[src/rtl/core/tlt_pkg.sv]
package tlt_pkg;

    localparam int COORD_W = 24;
    localparam int WIDTH_W = 16;
    localparam int COLOR_W = 32;
    localparam int DIFF_W  = 25;
    localparam int MAG_W   = 24;
    // Fraction bits of the coordinates, also the scale of the width product.
    localparam int COORD_FRAC_BITS = 8;
    // Squared length shifted left by 14: 49 + 14 bits.
    localparam int RAD_W   = 64;
    localparam int ROOT_W  = 32;
    localparam int QUO_W   = 31;
    localparam int NUM_W   = 61;

    localparam logic signed [COORD_W:0] COORD_MAX = 25'sd8388607;
    localparam logic signed [COORD_W:0] COORD_MIN = -25'sd8388608;

    // Segment record passed from the front end to the back end.
    typedef struct packed {
        logic signed [COORD_W-1:0] x1;
        logic signed [COORD_W-1:0] y1;
        logic signed [COORD_W-1:0] x2;
        logic signed [COORD_W-1:0] y2;
        logic [WIDTH_W-1:0]        w;
        logic [MAG_W-1:0]          adx;
        logic [MAG_W-1:0]          ady;
        logic                      dx_neg;
        logic                      dy_neg;
    } seg_t;

    function automatic logic signed [COORD_W-1:0] sat_coord(
        input logic signed [COORD_W+1:0] v
    );
        logic signed [COORD_W-1:0] r;
        begin
            if (v > 26'(COORD_MAX))
                r = COORD_MAX[COORD_W-1:0];
            else if (v < 26'(COORD_MIN))
                r = COORD_MIN[COORD_W-1:0];
            else
                r = v[COORD_W-1:0];
            return r;
        end
    endfunction

endpackage

[src/rtl/core/tlt_queue.sv]
module tlt_queue (
    input  logic          clk,
    input  logic          rst_n,
    input  logic          push,
    input  tlt_pkg::seg_t wdata,
    output logic          full,
    input  logic          pop,
    output logic          not_empty,
    output tlt_pkg::seg_t rdata
);
    import tlt_pkg::*;

    // Two entry queue between front and back end.
    seg_t       mem_reg [2];
    logic       wp_reg;
    logic       rp_reg;
    logic [1:0] cnt_reg;

    assign full      = cnt_reg == 2'd2;
    assign not_empty = cnt_reg != 2'd0;
    assign rdata     = mem_reg[rp_reg];

    always_ff @(posedge clk or negedge rst_n)
    begin
        if (!rst_n)
        begin
            wp_reg  <= 1'b0;
            rp_reg  <= 1'b0;
            cnt_reg <= 2'd0;
        end
        else
        begin
            if (push)
                wp_reg <= ~wp_reg;
            if (pop)
                rp_reg <= ~rp_reg;
            cnt_reg <= cnt_reg + {1'b0, push} - {1'b0, pop};
        end
    end

    always_ff @(posedge clk)
    begin
        if (push)
            mem_reg[wp_reg] <= wdata;
    end

endmodule

[config.mk]
export PLATFORM = sky130hd
export DESIGN_NAME = tlt_queue
export DESIGN_NICKNAME = d
export VERILOG_FILES = /design/src/rtl/core/tlt_pkg.sv /design/src/rtl/core/tlt_queue.sv
export SDC_FILE = /design/constraint.sdc
export NUM_CORES = 1
export LEC_CHECK = 0
export ABC_AREA = 1
export BUFFER_PORTS_ARGS = -buffer_cell sky130_fd_sc_hd__buf_4
export CORE_AREA = 2 2 155 157
export CTS_BUF_LIST = sky130_fd_sc_hd__clkbuf_8
export CTS_CLUSTER_SIZE = 24
export DETAILED_ROUTE_END_ITERATION = 8
export DIE_AREA = 0 0 157 159
export PLACE_DENSITY = 0.82
export SYNTH_ARGS = -nofsm -noshare
export SYNTH_HDL_FRONTEND = slang
export SYNTH_SLANG_ARGS = --single-unit
[constraint.sdc]
create_clock -name clk -period 10.8 [get_ports clk]
set_clock_uncertainty 0.1 [all_clocks]
set_input_delay 2.16 -clock clk [delete_from_list [all_inputs] [get_ports clk]]
set_output_delay 2.16 -clock clk [all_outputs]
set_load 0.02 [all_outputs]
Word level (Yosys, flattened, before mapping)
Memory sizes are Yosys's and may differ from the RTL's.
Index checks and enable logic that the tools add are counted.
{"block": "word_totals", "register_bits": 4, "ramBits": 324, "out_inout_bits": 164, "mem_count": 1}
{"name": "mem_reg", "depth": 2, "width": 162, "read_ports": 1, "rd_ports_with_merged_regs": 0, "write_ports": 1, "line_no": "tlt_queue.sv:14", "source": "seg_t mem_reg [2];"}
{"block": "classes", "n_addsub": 2, "n_eq_ne": 1, "mux": 2, "bitwise_logic": 2, "reduce_logical": 1}
{"op": "adder 2 x 1 -> 2 bit", "count": 1}
{"op": "== test 2 bit, second input constant", "count": 1}
{"op": "two-way mux 1 bit", "count": 2}
{"op": "NOT 1 bit", "count": 2}
{"op": "nonzero test 2 bit", "count": 1}
{"op": "subtractor 2 x 1 -> 2 bit", "count": 1}

Longest topological paths before layout
{"block": "logic_depth", "depth_word": 2, "depth_mapped": 7, "ltp_nobuf": 7}

Worst setup path before layout
OpenSTA, ideal clock, no wires.
{"block": "synth_timing", "path_kind": "in2reg", "from": "input push", "to": "memory mem_reg[0][0] (netlist bit), enable pin", "setup_time_ps": 690, "arrival_ps": 8972, "path_slack_ps": 1037, "stages": 2, "path_cell_list": "inv_1 > nor2_1"}
{"block": "synth_via", "elab_chain_len": 2}
{"item": "start, declared", "line_no": "tlt_queue.sv:4", "source": "input logic push,"}
{"item": "two-way mux 1 bit", "line_no": "tlt_queue.sv:43", "source": "if (push)"}
{"item": "two-way mux 1 bit (not written as such)", "line_no": "tlt_queue.sv:44", "source": "mem_reg[wp_reg] <= wdata;"}
{"item": "end, declared", "line_no": "tlt_queue.sv:14"}
Every way passes these cells.

==> impl_metrics.yaml <==
die:
  start_util_pct: 54.4
  fp.dieW_um: 157
  die_y_um: 159
  core_um2: 23200
  io_pins: 330
  rows: 56
  die_area_um2: 25000
clock_tree:
  h-tree-depth: 2
  cts_tree: "done"
  clkTransAtPathRegs_ns: 0.06
  ctsResizeCount: 0
  post_cts_buffers: 0
  root_buffer: "clkbuf_8"
  holdBufCountCts: 0
  clock_path_buffers: 3
  numCtsBuffers: 50
  clock_insertion_delay_worst_skew_ns: 0.55
  clock-sinks: 328
power:
  powerDensity_nw_per_um2: 271
  ir_worst_vdd_mv: 0.202
  p_leak_nw: 6.88
yosys:
  yosys.area_share.simple_pct: 5.12
  synth_cell_types: 15
  syn_area_per_cell_um2: 14.5
  yosysWarnings: 0
  synth_fa_ha_area_share_pct: 0.198
  synth-compound-area-share_pct: 9.10
  synthMuxAreaShare_pct: 0
  ys_ff_latch: 328
  seq_area_frac_synth_pct: 77.9
  synthesis.area_um2: 12600
  synth_top_family_by_area: "compound AO/OA/AOI/OAI gates"
  synth_xor_area_share_pct: 0.139
  syn-num-nets: 1039
  synthCells: 871
timing:
  timing.slew.headroom_pct: 25.8
  finalCriticalPeriod_ns: 5.92
  period_share_pct: 54.8
  worstMarginPinSlew_ns: 1.11
  setup_viol: 0
  rsz0062_at_grt: "false"
  slew_viol_final: 0
  timing.fmax_ghz: 0.169
  hold_viol_final: 0
  fin_setup_tns_ns: 0
global_route:
  grt_antenna_before_repair: 0
  grt_use_met1_pct: 23.4
  gr-usage-all-layers_pct: 20.2
  grt_remaining_overflow: 0
  grt_pass1_vias: 7703
  gr-usage-met3_pct: 5.42
  grt_pass1_wl_um: 39100
  grt_max_degree: 101
  top_usage_layer: "met2"
  use_met2_pct: 35.9
worst_setup_path:
  worst_setup_path_end_kind: "output pin"
  critPathKind: "flop to output pin"
  startpoint_type: "flop"
  cp_cell_sequence: "buf_4 > buf_4 > o21ai_0 > buf_4"
  crit_fanout: 88
  slowest_stage: "buf_4"
  required_ns: 8.54
  critPathArrivalTime_ns: 3.66
  crit_top_cell: "buf_4"
  critPathMaxStageDelay_ns: 0.91
final_layout:
  final_cells: 1579
  nets: 1390
  diodes: 0
  final_area_um2: 16100
  area_delta_synth_final_pct: 27.8
  largest_reg_flops: 324
  drive_gt1_share_pct: 38.7
route:
  wl_per_cell_um: 16.0
  via_per_inst: 4.79
  firstDrtPassIters: 5
  num_vias: 7556
  detail-route-antenna-nets: 0
  wirelength_um: 25300
  drtIter0Drc: 475
  drc: 0
place:
  io_buffers: 329
  dp_hpwl_um: 17000
  placed_area_um2: 15200
  dp_cells: 1489
  place.gp.congestion: 0.754
run:
  drv_cap: 0
min_path:
  hold_class: "flop to flop"
status:
  status: "finished clean"
cells by family (layout without fill, tap and decap cells):
kind of cell               count (synthesis)  after routing
xor gates and xnor gates                   2              2
and+or+nand+nor                          172            172
adders and majority gates                  2              2
AOI/OAI and AO/OA                        162            162
DFF                                      328            328
buffers and inverters                    205            594
final timing paths:
path                                    start                         to  slack (ns)  cells after the start
max                        rp_reg$_DFFE_PN0P_                 rdata[155]        4.88                      4
min                        wp_reg$_DFFE_PN0P_         wp_reg$_DFFE_PN0P_        0.46                      1
max reg2reg                wp_reg$_DFFE_PN0P_  mem_reg[1][156]$_DFFE_PP_        8.13                      3
min reg2reg                wp_reg$_DFFE_PN0P_         wp_reg$_DFFE_PN0P_        0.46                      1
max in group asynchronous               rst_n         rp_reg$_DFFE_PN0P_        9.19                      1
min in group asynchronous               rst_n       cnt_reg[1]$_DFF_PN0_        1.29                      1
Yosys cell counts, drive strengths merged:
cell type,instances,area share [%]
inv,169,5.0
clkbuf,6,0.18
xor2,2,0.14
nand2,169,5.0
nor2,2,0.059
nand3,1,0.040
ha,2,0.20
o21ai,162,9.1
buf,30,2.4
edfxtp,324,77
dfrtp,4,0.79
cell type report:
type	count	area, µm²
Tap cell	319	399
Timing Repair Buffer	335	2510
Fill cell	1541	7060
Inverter	169	639
Sequential cell	328	9830
Clock inverter	37	175
Clock buffer	53	729
Multi-Input combinational cell	338	1850
metal layers:
metal  part of all wire, %  routed length [µm]  vias to the layer above
li1                      -                   -                     3682
met1                    36                9180                     3572
met2                    53               13500                      264
met3                   7.7                1940                       38
met4                   2.5                 643                        0
met5                     0                   0                        -
placed cells by master, fill, tap and decap left out:
cell,instances
inv_6,1
dfrtp_1,3
nand3_1,1
inv_1,185
xor2_1,2
buf_4,335
clkinv_1,13
edfxtp_1,324
dfrtp_4,1
ha_1,2
bufinv_16,1
clkinv_2,5
clkinvlp_4,1
o21ai_0,70
clkbuf_8,53
nor2_1,1
nand2_1,169
o21ai_2,90
nor2_4,1
o21ai_1,2
report_power, final:
group	internal, mW	switching (mW)	leakage, nW
combinational	0.603	1.07	3.27
clock	0.476	0.442	0.526
sequential	1.69	0.0877	3.09
stage by stage:
step / utilization, % / setup slack, ns / hold WS [ns] / total power [mW]
finish: 69.6 / 4.88 / 0.458 / 4.37
global route: 69.6 / 4.59 / 0.489 / 4.61
CTS: 69.6 / 4.81 / 0.454 / 4.42
detailed placement: 65.7 / 5.43 / 0.441 / 3.50
global placement: 65.7 / 5.53 / 0.433 / 3.45
floorplan: - / 1.04 / 0.363 / 2.92
worst max-delay path: cells and delay by family (launching register included):
| family | cells | cell delay, ns |
|---|---|---|
| compound gates | 1 | 0.26 |
| buf+inv | 3 | 1.92 |
| flops | 1 | 0.80 |
(Power assumes the default switching activity.)
