### src/rtl/core/tlt_pkg.sv
package tlt_pkg;

    localparam int COORD_W = 24;
    localparam int WIDTH_W = 16;
    localparam int COLOR_W = 32;
    localparam int DIFF_W  = 25;
    localparam int MAG_W   = 24;
    // Fraction bits of the coordinates, also the scale of the width product.
    localparam int COORD_FRAC_BITS = 8;
    // Squared length shifted left by 14: 49 + 14 bits.
    localparam int RAD_W   = 64;
    localparam int ROOT_W  = 32;
    localparam int QUO_W   = 31;
    localparam int NUM_W   = 61;

    localparam logic signed [COORD_W:0] COORD_MAX = 25'sd8388607;
    localparam logic signed [COORD_W:0] COORD_MIN = -25'sd8388608;

    // Segment record passed from the front end to the back end.
    typedef struct packed {
        logic signed [COORD_W-1:0] x1;
        logic signed [COORD_W-1:0] y1;
        logic signed [COORD_W-1:0] x2;
        logic signed [COORD_W-1:0] y2;
        logic [WIDTH_W-1:0]        w;
        logic [MAG_W-1:0]          adx;
        logic [MAG_W-1:0]          ady;
        logic                      dx_neg;
        logic                      dy_neg;
    } seg_t;

    function automatic logic signed [COORD_W-1:0] sat_coord(
        input logic signed [COORD_W+1:0] v
    );
        logic signed [COORD_W-1:0] r;
        begin
            if (v > 26'(COORD_MAX))
                r = COORD_MAX[COORD_W-1:0];
            else if (v < 26'(COORD_MIN))
                r = COORD_MIN[COORD_W-1:0];
            else
                r = v[COORD_W-1:0];
            return r;
        end
    endfunction

endpackage

### src/rtl/core/tlt_front.sv
module tlt_front (
    input  logic                               clk,
    input  logic                               rst_n,
    input  logic                               start,
    output logic                               busy,
    input  logic signed [tlt_pkg::COORD_W-1:0] start_x,
    input  logic signed [tlt_pkg::COORD_W-1:0] start_y,
    input  logic signed [tlt_pkg::COORD_W-1:0] end_x,
    input  logic signed [tlt_pkg::COORD_W-1:0] end_y,
    input  logic [tlt_pkg::WIDTH_W-1:0]        line_width,
    output logic                               q_push,
    output tlt_pkg::seg_t                      q_data,
    input  logic                               q_full
);
    import tlt_pkg::*;

    logic signed [DIFF_W-1:0] dx;
    logic signed [DIFF_W-1:0] dy;
    logic                     out_valid_reg;
    logic                     out_valid_next;
    seg_t                     seg_reg;
    logic                     acc;

    // One stage: differences and signs, zero length segments dropped.
    assign busy = out_valid_reg && q_full;
    assign acc  = start && !busy;
    assign dx   = DIFF_W'(end_x) - DIFF_W'(start_x);
    assign dy   = DIFF_W'(end_y) - DIFF_W'(start_y);

    always_comb
    begin
        out_valid_next = out_valid_reg && !(q_push);
        if (acc)
            out_valid_next = (dx != '0) || (dy != '0);
    end

    assign q_push = out_valid_reg && !q_full;
    assign q_data = seg_reg;

    always_ff @(posedge clk or negedge rst_n)
    begin
        if (!rst_n)
            out_valid_reg <= 1'b0;
        else
            out_valid_reg <= out_valid_next;
    end

    always_ff @(posedge clk)
    begin
        if (acc)
        begin
            seg_reg.x1     <= start_x;
            seg_reg.y1     <= start_y;
            seg_reg.x2     <= end_x;
            seg_reg.y2     <= end_y;
            seg_reg.w      <= line_width;
            seg_reg.adx    <= dx[DIFF_W-1] ? MAG_W'(-dx) : MAG_W'(dx);
            seg_reg.ady    <= dy[DIFF_W-1] ? MAG_W'(-dy) : MAG_W'(dy);
            seg_reg.dx_neg <= dx[DIFF_W-1];
            seg_reg.dy_neg <= dy[DIFF_W-1];
        end
    end

endmodule

### config.mk
export PLATFORM = sky130hd
export DESIGN_NAME = tlt_front
export DESIGN_NICKNAME = d
export VERILOG_FILES = /design/src/rtl/core/tlt_pkg.sv /design/src/rtl/core/tlt_front.sv
export SDC_FILE = /design/constraint.sdc
export NUM_CORES = 1
export LEC_CHECK = 0
export BUFFER_PORTS_ARGS = -buffer_cell sky130_fd_sc_hd__buf_2
export CELL_PAD_IN_SITES_DETAIL_PLACEMENT = 1
export CELL_PAD_IN_SITES_GLOBAL_PLACEMENT = 2
export CORE_MARGIN = 5
export CORE_UTILIZATION = 32
export CTS_BUF_LIST = sky130_fd_sc_hd__clkbuf_4 sky130_fd_sc_hd__clkbuf_8 sky130_fd_sc_hd__clkbuf_16
export DETAILED_ROUTE_END_ITERATION = 6
export GPL_TIMING_DRIVEN = 0
export PLACE_DENSITY = 0.79
export SETUP_SLACK_MARGIN = 0.5
export SYNTH_ARGS = -nofsm -noshare
export SYNTH_HDL_FRONTEND = slang
export SYNTH_SLANG_ARGS = --single-unit
### constraint.sdc
create_clock -name clk -period 10.14 [get_ports clk]
set_input_delay 2.028 -clock clk [delete_from_list [all_inputs] [get_ports clk]]
set_output_delay 2.028 -clock clk [all_outputs]
set_load 0.005 [all_outputs]
Word-level counts from Yosys, hierarchy flattened

Index checks and enable logic that the tools add are counted.

Word-level logic and storage cells: 27
Flip-flop bits (word level): 163
Output and inout bits: 164

Reduce and logical (&&, ||, !) cells: 10
$add $sub $neg: 4
Mux-type cells: 3

Operators with widths:

| cell               | number |
|---|---|
| $reduce_bool 25->1 | 2 |
| $sub 24x24->25     | 2 |
| $mux 24            | 2 |
| $neg 24->24        | 2 |
| $logic_and 1x1->1  | 4 |
| $logic_not 1->1    | 3 |
| $logic_or 1x1->1   | 1 |
| $mux 1             | 1 |

Depth between registers and ports, before layout

Word-level depth: 5
Mapped depth: 14
Depth with buffers taken out: 13

Least setup slack after synthesis

OpenSTA, ideal clock, no wires.

Path type: input -> register
Start point: in q_full
End point: reg seg_reg (netlist bit q_data[0]), enable pin
Stages on the path: 2
Setup slack: 0.078 ns
Required time: 9.435 ns
Buffers on the path: 0
Library setup time: 0.705 ns
Arrival: 9.357 ns
Cell sequence: and2_1 -> nor2b_1

Longest elaborated chain between the ends: 3

Ends and longest elaborated chain:

| what              | RTL line        | RTL |
|---|---|---|
| start, declared   | tlt_front.sv:13 | `input logic q_full` |
| $logic_and 1x1->1 | tlt_front.sv:25 | `assign busy = out_valid_reg && q_full;` |
| $logic_not 1->1   | tlt_front.sv:26 | `assign acc = start && !busy;` |
| $logic_and 1x1->1 | tlt_front.sv:26 |  |
| net acc           | tlt_front.sv:22 | `logic acc;` |
| end, declared     | tlt_front.sv:21 | `seg_t seg_reg;` |

The timed path passes the listed nets, and every way through them passes these cells.
A chain may end at the register's enable or synchronous reset.

Final worst setup path

Start point: in start_x[0] (netlist name)
End point: reg out_valid_reg

Longest elaborated chain between the ends: 4

Ends and longest elaborated chain:

| what                 | RTL line        | RTL |
|---|---|---|
| start, declared      | tlt_front.sv:6  | `input logic signed [tlt_pkg::COORD_W-1:0] start_x,` |
| $sub 24x24->25       | tlt_front.sv:27 | `assign dx = DIFF_W'(end_x) - DIFF_W'(start_x);` |
| $reduce_bool 25->1   | tlt_front.sv:34 | `out_valid_next = (dx != '0) \|\| (dy != '0);` |
| $logic_or 1x1->1     | tlt_front.sv:34 |  |
| $mux 1               | tlt_front.sv:33 | `if (acc)` |
| net out_valid_next   | tlt_front.sv:20 | `logic out_valid_next;` |
| end signal, assigned | tlt_front.sv:45 | `out_valid_reg <= out_valid_next;` |
| end, declared        | tlt_front.sv:19 | `logic out_valid_reg;` |

The timed path passes the listed nets, and every way through them passes these cells.

==> flow_summary.rst <==
.. list-table::
   :header-rows: 1

   * - Metric
     - Value
   * - Setup Slack @ Placement
     - 4.19 ns
   * - Critical path class
     - primary input to flop
   * - Synth Cell Area
     - 8940 µm²
   * - Count of hold-fix buffers inserted at cts
     - 0
   * - First-pass GRT wire length
     - 39.7 mm
   * - Achievable clock frequency
     - 0.180 GHz
   * - Layout cells sized above 1
     - 0.306
   * - Area of the die
     - 31,400 µm²
   * - Number of failing hold endpoints at the final stage
     - 0
   * - Crit path time final
     - 5.55 ns
   * - Total of flip-flops plus latches after synthesis
     - 163
   * - Main combinational cell family by area after synthesis
     - compound AO/OA/AOI/OAI gates
   * - Later-pin clock latency in the skew report
     - 0.43 ns
   * - Startpoint class of the critical path
     - primary input
   * - Residual antenna-violating net count after detailed routing
     - 0
   * - Final worst clock skew
     - 0.00843 ns
   * - Final net count
     - 1,266
   * - Unrepaired setup endpoints after global routing
     - no
   * - Leakage
     - 4.85 nW
   * - Status
     - complete, no violations
   * - Count of different cell masters after synthesis
     - 69
   * - Synth area leaders
     - edfxtp_1 (54%), ha_1 (7.0%), xnor2_1 (4.7%)
   * - Parity-gate share of the synthesized area counting xor and xnor cells
     - 0.0744
   * - Class of the tightest hold or removal check
     - flop to flop
   * - Layout-stage area growth over the synthesis result
     - 28.5%
   * - Via count of the first global-routing pass
     - 7,378
   * - I/O pins
     - 280
   * - Adder and majority gate portion of the synthesized area
     - 0.0744
   * - DRC Markers
     - 0
   * - Synth warn
     - 0
   * - Relative slew slack
     - 0.489
   * - Root Buffer Master
     - clkbuf_16
   * - Worst VDD drop
     - 0.0000723 V
   * - Total global routing track utilization
     - 0.161
   * - Core Box Area
     - 27,700 µm²
   * - Maximum fanout count along the critical path
     - 5
   * - Detailed placer's ending HPWL
     - 20.9 mm
   * - Post-route insts no fill
     - 1,489
   * - Post-CTS repair timing setup buffer count
     - 0
   * - Number of buffers inserted by port buffering
     - 279
   * - Total global routing overflow
     - 0
   * - Starting density of the core
     - 0.323
   * - Slew at the pin closest to its max-slew limit
     - 0.763 ns
   * - Routed wirelength normalized by instance count
     - 17.3 µm
   * - Total count of max-transition violations in the final report
     - 0
   * - Area fraction in compound gates after synthesis
     - 0.147
   * - Placed cells
     - 1,457
   * - Mux contribution to synthesized area
     - 0.00238
   * - GPL Wtd Cong
     - 0.802
   * - Initial DRC Count
     - 245
   * - CTS H-tree depth
     - 4
   * - Total Negative Setup Slacks
     - 0 ns
   * - Number of instances in the synthesized netlist
     - 795
   * - Cell type with the largest total area after synthesis
     - edfxtp_1
   * - Post-synth ARST share
     - 0.00613
   * - Vias post-DR
     - 7,123
   * - Quantity of gates resized following cts
     - 0
   * - Data arrival time at the worst-slack endpoint
     - 5.85 ns
   * - Portion of the post-synthesis area used by sequential elements
     - 0.547
   * - Share of Yosys cell area claimed by the top area cell type
     - 0.544
   * - Count of inserted antenna diode cells
     - 0
   * - Final setup violation count
     - 0
   * - Count of standard-cell rows
     - 61
   * - Die Y-Extent
     - 177 µm
   * - Sinks on the clock net
     - 163
   * - Routed wire length
     - 25.7 mm
   * - Maximum number of pins on one net before global-route repair
     - 39
   * - Clock tree from TritonCTS
     - yes
   * - Net Count, Synth
     - 963
   * - Simple-gate area share of the yosys netlist
     - 0.117
   * - Required @ worst endpoint
     - 10.44 ns
   * - CTS Buf Count
     - 17
   * - Sort of element at the end of the critical path
     - flop
   * - Most used flip-flop cell after synthesis
     - edfxtp_1
   * - Worst path setup slack after routing
     - 4.59 ns
   * - Syn avg cell area
     - 11.2 µm²
   * - Flip-flop count of the largest register, all copies and words added
     - 162
   * - DR pass1 iterations
     - 6
   * - Final design utilization
     - 0.415
   * - Number of flops mapped to enable cells by yosys
     - 162
   * - Floorplan die width
     - 177 µm
   * - Clock tree buffer depth
     - 2
   * - Ratio of routed vias to standard cells
     - 4.78
   * - Areal power density over the cells
     - 171 nW/µm²
   * - Share of the clock period used by the worst path after layout
     - 0.548
   * - Clk slew on worst S/H paths
     - 0.07 ns
   * - Antenna violations before repair
     - 2
   * - Max cap viols
     - 0
## synth_stat cells (7+ instances only)
cell type and instances:
edfxtp_1 162, inv_1 66, a21oi_1 63, nand2_1 61, nor2_1 60, ha_1 50, o21ai_0 48, xnor2_1 48
xor2_1 28, clkbuf_1 15, nor3_1 15, nand3_1 14, a211oi_1 12, a21o_1 9, nand4_1 9, and2_1 8
a31oi_1 7, nand2b_1 7, or3_1 7
## logic make-up after synthesis
group / count (synthesis)
adder cells (fa/ha/maj): 52
XOR/XNOR: 76
buffers and inverters: 87
AO/OA/AOI/OAI: 202
multiplexers: 2
flip-flops: 163
AND/OR/NAND/NOR: 213
## report_power, final
group          switching, mW  internal, mW
Combinational          0.283         0.192
Sequential            0.0141         0.825
Clock                  0.298         0.348
## stage by stage
stage	hold slack (ns)	cell area [µm²]	power (mW)
floorplan	0.709	8940	1.15
global placement	0.745	10800	1.33
detailed placement	0.798	10900	1.34
CTS	0.817	11500	1.99
global route	0.861	11500	2.07
finish	0.810	11500	1.96
## layer usage
| layer | up-vias | GRT usage | part of all wire |
|---|---|---|---|
| met4 | 4 | 0.0345 | 0.0091 |
| met1 | 3402 | 0.201 | 0.43 |
| met2 | 163 | 0.279 | 0.50 |
| li1 | 3535 | - | - |
| met3 | 19 | 0.0453 | 0.064 |
| met5 | - | 0 | 0.00089 |
## cell usage in the layout (no fill, tap or decap), types with 4 or more instances in the layout
cell type | Yosys | routed
nor3_1 | 15 | 15
o211ai_1 | 5 | 5
nor2b_1 | 6 | 5
inv_6 | 0 | 6
and2_1 | 8 | 8
clkbuf_16 | 0 | 17
o21ai_0 | 48 | 48
o21a_1 | 5 | 5
a21o_1 | 9 | 9
nor2_1 | 60 | 60
nand3_1 | 14 | 14
clkbuf_1 | 15 | 15
buf_2 | 4 | 283
xnor2_1 | 48 | 48
or3_1 | 7 | 7
a31oi_1 | 7 | 7
or2_2 | 4 | 4
o21ai_1 | 4 | 4
a21oi_1 | 63 | 63
buf_12 | 0 | 5
and3_1 | 6 | 6
a211oi_1 | 12 | 12
o211a_1 | 4 | 4
nand2b_1 | 7 | 7
ha_1 | 50 | 50
o21bai_1 | 5 | 5
nand2_1 | 61 | 61
xor2_1 | 28 | 28
edfxtp_1 | 162 | 162
inv_1 | 66 | 66
o31ai_1 | 6 | 6
nand4_1 | 9 | 9
## final timing paths
| path | start | to | cells past startpoint | slack (ns) |
|---|---|---|---|---|
| worst min register to register | out_valid_reg | out_valid_reg | 3 | 0.81 |
| worst min-delay path | out_valid_reg | out_valid_reg | 3 | 0.81 |
| max in group asynchronous | rst_n | out_valid_reg | 1 | 8.70 |
| min in group asynchronous | rst_n | out_valid_reg | 1 | 1.36 |
| worst max-delay path | start_x[0] | out_valid_reg | 13 | 4.59 |
| worst max register to register | out_valid_reg | q_data[45] | 4 | 8.34 |
## worst max-delay path, cell delays in order
cell,delay [ns]
buf_2,0.11
ha_1,0.22
fa_1,0.41
nand2b_1,0.19
a211oi_1,0.64
o21a_1,0.31
o211a_1,0.21
o2111ai_1,0.14
a22oi_1,0.52
inv_1,0.26
nor4_1,0.30
nor4b_1,0.37
a31oi_1,0.14
## cell type report
class                      instances  area (µm²)
fill                            3174       16200
sequential                       163        4890
multi-input combinational        545        3720
timing repair buffer             284        1500
tap                              378         473
clock buffer                      18         433
inverter                          66         248
clock inverter                    14         139
buffer                            21        87.6
No activity file was read; power rests on OpenSTA's default activity.
